## src/rtl/core/vdc_pkg.sv

```systemverilog
// Shared types, constants and register codes for the 2D cross-correlation block.
package vdc_pkg;

  localparam int MAX_KERNEL_DEF = 5;
  localparam int MAX_COLS_DEF   = 1024;
  localparam int MAX_ROWS_DEF   = 1024;

  localparam int SAMPLE_W   = 16;
  localparam int PROD_W     = 32;
  localparam int SUM_W      = 36;
  localparam int POS_W      = 10;
  localparam int TAP_IDX_W  = 5;
  localparam int CFG_DATA_W = 11;
  localparam int CFG_IDX_W  = 3;

  localparam int RESET_IMAGE_ROWS  = 32;
  localparam int RESET_IMAGE_COLS  = 32;
  localparam int RESET_KERNEL_ROWS = 3;
  localparam int RESET_KERNEL_COLS = 3;

  localparam logic KIND_COEF   = 1'b0;
  localparam logic KIND_SAMPLE = 1'b1;

  typedef enum logic [CFG_IDX_W-1:0] {
    REG_IMAGE_ROWS  = 3'd0,
    REG_IMAGE_COLS  = 3'd1,
    REG_KERNEL_ROWS = 3'd2,
    REG_KERNEL_COLS = 3'd3
  } cfg_reg_t;

  typedef struct packed {
    logic                       kind;
    logic [TAP_IDX_W-1:0]       coef_index;
    logic signed [SAMPLE_W-1:0] coef_value;
    logic signed [SAMPLE_W-1:0] sample;
  } in_t;

  typedef struct packed {
    logic [POS_W-1:0]        out_row;
    logic [POS_W-1:0]        out_col;
    logic signed [SUM_W-1:0] conv_sum;
    logic                    frame_last;
  } out_t;

  typedef struct packed {
    logic shift;
    logic adv;
  } cell_ctrl_t;

endpackage

```

## src/rtl/core/vdc_cell.sv

```systemverilog
// One window cell: holds a sample, shifts it from its neighbor, registers its product.
module vdc_cell (
  input  logic                                    clk,
  input  logic                                    rst,
  input  vdc_pkg::cell_ctrl_t                     ctrl,
  input  logic                                    tap_en,
  input  logic signed [vdc_pkg::SAMPLE_W-1:0]     win_in,
  input  logic signed [vdc_pkg::SAMPLE_W-1:0]     tap,
  output logic signed [vdc_pkg::SAMPLE_W-1:0]     win,
  output logic signed [vdc_pkg::PROD_W-1:0]       prod
);

  always_ff @(posedge clk) begin
    if (rst) begin
      win <= '0;
    end else if (ctrl.shift) begin
      win <= win_in;
    end
  end

  // advance the product together with the pipeline; cells outside the kernel give zero
  always_ff @(posedge clk) begin
    if (ctrl.adv) begin
      if (tap_en) begin
        prod <= win * tap;
      end else begin
        prod <= '0;
      end
    end
  end

endmodule
```

## config.mk

```make
export PLATFORM = sky130hd
export DESIGN_NAME = vdc_cell
export DESIGN_NICKNAME = d
export VERILOG_FILES = /design/src/rtl/core/vdc_pkg.sv /design/src/rtl/core/vdc_cell.sv
export SDC_FILE = /design/constraint.sdc
export NUM_CORES = 1
export LEC_CHECK = 0
export BUFFER_PORTS_ARGS = -buffer_cell sky130_fd_sc_hd__buf_4
export CELL_PAD_IN_SITES_DETAIL_PLACEMENT = 1
export CELL_PAD_IN_SITES_GLOBAL_PLACEMENT = 1
export CORE_MARGIN = 1
export CORE_UTILIZATION = 39
export CTS_BUF_LIST = sky130_fd_sc_hd__clkbuf_4
export DETAILED_ROUTE_END_ITERATION = 7
export HOLD_SLACK_MARGIN = 0.06
export PLACE_DENSITY_LB_ADDON = 0.1
export SYNTH_ARGS = -nofsm -noshare
export SYNTH_HDL_FRONTEND = slang
export SYNTH_SLANG_ARGS = --single-unit
export TNS_END_PERCENT = 30
```

## constraint.sdc

```tcl
create_clock -name clk -period 10.73 [get_ports clk]
set_input_delay 1.073 -clock clk [delete_from_list [all_inputs] [get_ports clk]]
set_output_delay 1.073 -clock clk [all_outputs]
set_load 0.01 [all_outputs]
```

==> results.cfg, run 1 <==
[run_status]
outcome = finished clean

[synthesis]
netlist_area_um2 = 11620
ys_ff_latch = 48
synth_cells = 1223
yosys-top-cells-area = fa_1, inv_1, ha_1
synthTopCellsByCount = inv_1, fa_1, nand2_1, and2_1, ha_1
synth_nets = 1604
synth_area_per_cell_um2 = 9.498
async_flop_share = 0
synth-edff-count = 32
synth_seq_area_share = 0.1103
synth-main-ff-cell = edfxtp_1
synth.most_common_cell = inv_1
yosysWarningCount = 0
ys_types = 50
yosysTopAreaCell = fa_1
synth_top_area_share = 0.4515

[finish]
design_area_um2 = 12790
fin_util = 0.4407
syn_to_final_growth_pct = 10.07
nets = 1669
drive_gt1_frac = 0.08922

[sta]
finalSetupTns_ps = 0
finalCritPeriodShare = 0.6692
hold_viol = 0
min_period_ps = 7181
drv_slew = 0
finalSetupViolCount = 0
fin_skew_ps = 19.67
fmax_mhz = 139.3
worstMarginPinSlew_ps = 1083
rsz0062_at_grt = no
relSlewSlack = 0.2768

[worst_setup_path]
critPathSlowestCell = dfxtp_1
critical_path_buf_inv_count = 3
crit_cells = 18
cp.arrival_ps = 7340
path_common_cell = fa_1
r2r_cells = 18
critPathTopFamily = adder cells
cp.required_ps = 10890
crit_fanout = 18
crit_chain = nand2_1 -> inv_1 -> fa_1 -> fa_1 -> fa_1 -> fa_1 -> fa_1 -> inv_1 -> fa_1 -> inv_1 -> ha_1 -> nand3_1 -> nor3_1 -> o211ai_1 -> a21o_1 -> a21oi_1 -> o21ai_0 -> mux2_2
endpoint_kind = register
crit_path_start_kind = register
path_class = reg2reg
cp_slowest_stage_delay_ps = 880

[power]
peakVddDrop_v = 0.0002037
p_leak_uw = 0.006471
cellPowerDensity_nw_per_um2 = 209.2

[global_routing]
grt.overflow.total = 0
grt_pass1_vias = 9398
grt_max_degree = 33
grt_pass1_wl_mm = 51.55
antenna_found_initial = 0
track_usage = 0.2210

[flow_run]
drv_cap = 0

[floorplan]
dieArea_um2 = 30480
row_count = 62
initial_core_util = 0.4004
core_um2 = 29010
die_h_um = 174.6
io_pins = 85
die_width_um = 174.6

[route]
drt_iter0_markers = 257
postRouteAntennaNets = 0
routed_wirelength_mm = 31.50
drt-wirelength-per-cell_um = 18.82
first_pass_iters = 4
vias = 8339
viasPerCell = 4.981
drc = 0

[clock_tree]
clk_path_buf_depth = 2
cts_tree = done
cts_resized = 0
path_clk_slew_ps = 150
hold_buffers = 0
root_buffer = clkbuf_4
clock_latency_ps = 390
postCtsSetupRepairBufs = 0
cts.sinks = 48
htree_levels = 2
cts_buffers = 5

[placed_design]
placed_area_um2 = 12680
io_buffers = 84
gp_congestion = 0.8031
place_hpwl_mm = 26.04

[hold_path]
hold_path.class = reg2reg
holdPathStages = 2
[cell type report]
cell class / instances / area [um^2]
Clock buffer: 6 / 45.04
Sequential cell: 48 / 1281
Fill cell: 3389 / 16230
Tap cell: 384 / 480.5
Clock inverter: 2 / 60.06
Inverter: 295 / 1107
Antenna cell: 1 / 2.502
Multi-Input combinational cell: 839 / 9066
Timing Repair Buffer: 99 / 743.2
[state kept, by name, summed over array words and instances (netlist names)]
| name | count |
|---|---|
| win | 16 |
| prod | 32 |
[path summary, 6_finish.rpt]
| check | startpoint | slack, ps | to |
|---|---|---|---|
| max | win[15] | 3550 | prod[31] |
| min | win[0] | 510 | win[0] |
| max reg2reg | win[15] | 3550 | prod[31] |
| min reg2reg | win[0] | 510 | win[0] |
[routing by layer]
metal	global-route usage	share of wire	routed length, um	vias up
met4	0.03478	0.017	550	0
met2	0.4270	0.56	17680	102
met5	0	0	0	-
met1	0.2716	0.40	12700	4441
li1	-	-	-	3770
met3	0.01545	0.018	567	26
[worst register-to-register path, cell delays in order (launching register included)]
cell and delay [ps]:
dfxtp_1 880, nand2_1 220, inv_1 180, fa_1 560, fa_1 870, fa_1 520, fa_1 520, fa_1 510
inv_1 50, fa_1 470, inv_1 40, ha_1 420, nand3_1 110, nor3_1 410, o211ai_1 150, a21o_1 220
a21oi_1 330, o21ai_0 200, mux2_2 300
[placed cells by master, fill, tap and decap left out, types with 19 or more instances in the layout]
cell type  count
a21oi_1       25
and2_1       129
buf_4         99
edfxtp_1      32
fa_1         262
ha_1          82
inv_1        295
mux2i_1       19
nand2_1      134
nor2_1        53
[metrics by stage]
step	total power (uW)	hold slack [ps]	worst slack (ps)	std cells
floorplan	1933	586.1	3814	1223
global placement	2545	479.6	3316	1665
detailed placement	2593	488.3	3194	1665
CTS	2744	522.7	3489	1673
global route	2995	546.5	3068	1673
finish	2675	514.2	3549	1674
[power breakdown]
group | switching [uW] | total [uW] | internal (uW)
clock network | 66.2 | 141 | 75.3
registers | 20.8 | 310 | 289
logic | 1290 | 2220 | 933
[logic make-up (layout without fill, tap and decap cells)]
family                   Yosys count  after routing  share of synthesized area
AO/OA/AOI/OAI                     83             83                    0.04793
XOR/XNOR                          22             22                    0.01659
adder cells (fa/ha/maj)          344            344                     0.5399
buffers and inverters            336            402                     0.1092
flip-flops                        48             48                     0.1103
multiplexers                      20             20                    0.01734
other                              0              1                          0
AND/OR/NAND/NOR                  370            370                     0.1588
Power figures use the tool's default switching activity.
==> run 2, diff against run 1 <==
Settings changed: ABC_AREA from default to 1.
Clock period 10.73 ns to 7.15 ns, I/O delays scaled along.
==> run 2 against run 1 <==
  * Final cell count increased by 22%
  * First-iteration DRC count is 60% higher
  * Hold slack worse by 22 ps
  * Core utilization down 1.3 points
  * Combinational power is 50% higher
  * Sequential power up 52%
  * Via count is 17% higher
  * Synthesized area up 7.3%
  * Critical path type unchanged
  * Clock power rose by 9.9%
  * Clock skew grew 9.5 ps
  * Final area grew 5.3%
==> results.cfg, run 2 <==
[run_status]
outcome = finished clean

[finish]
top_regs = prod (32), win (16)
regMostFlops = prod
layout_common_cells = inv_1, nand2_1, fa_1
syn_to_final_growth_pct = 8.020
largest_register_ffs = 32
layout_commonest_cell = inv_1
stdcell_count = 2047
drive_gt1_frac = 0.08333
nets = 2024
design_area_um2 = 13470
fin_util = 0.4278

[synthesis]
async_flop_share = 0
synth_fa_ha_area_frac = 0.5031
netlist_area_um2 = 12470
synth_nets = 1993
synthTopCellsByCount = inv_1, nand2_1, fa_1, ha_1, nor2_1
ys_types = 33
synth_area_per_cell_um2 = 7.733
synth-compound-area-share = 0.03483
synth-edff-count = 32
synth-xor-area-share = 0.003513
synth_top_family_by_area = adder cells
synth.most_common_cell = inv_1
yosys-top-cells-area = fa_1, inv_1, nand2_1
synth_top_area_share = 0.4208
yosys-mux-area-fraction = 0
synth_cells = 1612
yosysTopAreaCell = fa_1
synth_seq_area_share = 0.1028
yosysWarningCount = 0
synth-simple-area-share = 0.1881
synth-main-ff-cell = edfxtp_1
ys_ff_latch = 48

[worst_setup_path]
critPathSlowestCell = dfxtp_1
r2r-start = win[15]
cp.required_ps = 7370
crit_fanout = 18
cp_slowest_stage_delay_ps = 860
r2r_slack_ps = 870
crit_path_start_kind = register
path_class = reg2reg
cp.arrival_ps = 6510
crit_chain = nand2_1 -> inv_1 -> fa_1 -> fa_1 -> inv_1 -> fa_1 -> fa_1 -> fa_1 -> fa_1 -> inv_1 -> ha_1 -> nand2_1 -> nor2_1 -> nand2_1 -> nor3_2 -> nand2_1 -> nand3_1 -> and2_1 -> nor2_1
crit-reg2reg-capture = prod[29]
r2r_cells = 19
critPathTopFamily = adder cells
critical_path_buf_inv_count = 3
path_common_cell = fa_1
crit_cells = 19
endpoint_kind = register

[route]
postRouteAntennaNets = 0
drt-wirelength-per-cell_um = 16.81
routed_wirelength_mm = 34.41
vias = 9726
viasPerCell = 4.751
drt_iter0_markers = 410
drc = 0
first_pass_iters = 5

[hold_path]
hold_path_end = win[13]
min_from = win[13]
hold_path.class = reg2reg
holdPathStages = 2

[power]
cellPowerDensity_nw_per_um2 = 294.1
p_leak_uw = 0.007972
peakVddDrop_v = 0.0003212

[floorplan]
core_um2 = 31470
io_pins = 85
dieArea_um2 = 32680
die_width_um = 180.8
initial_core_util = 0.3961
row_count = 65
die_h_um = 180.8

[sta]
finalSetupViolCount = 0
relSlewSlack = 0.3821
finalSetupTns_ps = 0
finalCritPeriodShare = 0.8787
fin_ws_ps = 867.2
drv_slew = 0
min_period_ps = 6283
rsz0062_at_grt = no
fmax_mhz = 159.2
hold_viol = 0
worstMarginPinSlew_ps = 925.6
fin_skew_ps = 29.15

[placed_design]
placed_area_um2 = 13410
dp_slack_ps = 826.6
io_buffers = 84
gp_congestion = 0.8382
place_inst = 2038
place_hpwl_mm = 29.56

[global_routing]
grt_pass1_wl_mm = 59.17
grt_max_degree = 33
track_usage = 0.2311
grt_pass1_vias = 11010
antenna_found_initial = 1
grt.overflow.total = 0

[clock_tree]
clk_path_buf_depth = 2
clock_latency_ps = 440
cts_buffers = 5
cts.sinks = 48
path_clk_slew_ps = 190
htree_levels = 2
root_buffer = clkbuf_4
cts_resized = 0
postCtsSetupRepairBufs = 0
cts_tree = done
hold_buffers = 0

[flow_run]
drv_cap = 0
## run 2: cell types whose count changed after synthesis, sizes merged, moves of 14 or more
cell and delta:
a21oi +26, and2 -126, clkbuf +28, inv +190, mux2i -19, nand2 +314
nand3 +20, nor2 +32, xnor2 -14
## run 2: metrics by stage
step | hold WS (ps) | power, uW
after floorplan | 661.2 | 2805
after global placement | 476.4 | 3820
after detailed placement | 472.6 | 3871
after CTS | 467.4 | 4051
after global routing | 492.5 | 4506
final | 492.0 | 3960
## run 2: worst min-delay path, cell delays in order, from the launching register on
cell and delay, ps:
dfxtp_1 360, nand2_1 60, a21oi_1 50
## run 2: metal layers
metal,track usage,routed length [um]
met1,0.3047,15360
met2,0.4153,17790
met3,0.01653,717
met4,0.04786,541
met5,0,0
## run 2: worst max-delay path by stage
stage / start / to / slack (ps)
global placement: tap[1] / prod[29] / 900
global route: win[15] / prod[31] / 450
finish: win[15] / prod[29] / 870
floorplan: tap[5] / prod[29] / 1220
CTS: win[15] / prod[29] / 840
detailed placement: tap[1] / prod[29] / 830
## run 2: cell type report
cell class              instances  area [um^2]
fillers                      3932        18010
multi-input cells            1008         9094
inverters                     486         1824
flip-flops and latches         48         1281
repair buffers                 94        705.7
well taps                     402        503.0
clock buffers                   5        37.54
clock inverters                 3        17.52
diodes                          1        2.502
## run 2: power by group
group	switching [uW]	leakage (uW)	total, uW	internal, uW
Combinational	2140	0.00748	3340	1190
Sequential	47.5	0.000459	470	422
Clock	117	0.0000292	155	37.9
## run 2: kinds of logic (layout without fill, tap and decap cells)
family                   count (synthesis)  count (layout)
AO/OA/AOI/OAI                           79              79
XOR/XNOR                                 5               5
buffers and inverters                  556             588
flip-flops                              48              48
AND/OR/NAND/NOR                        580             580
other                                    0               1
adder cells (fa/ha/maj)                344             344
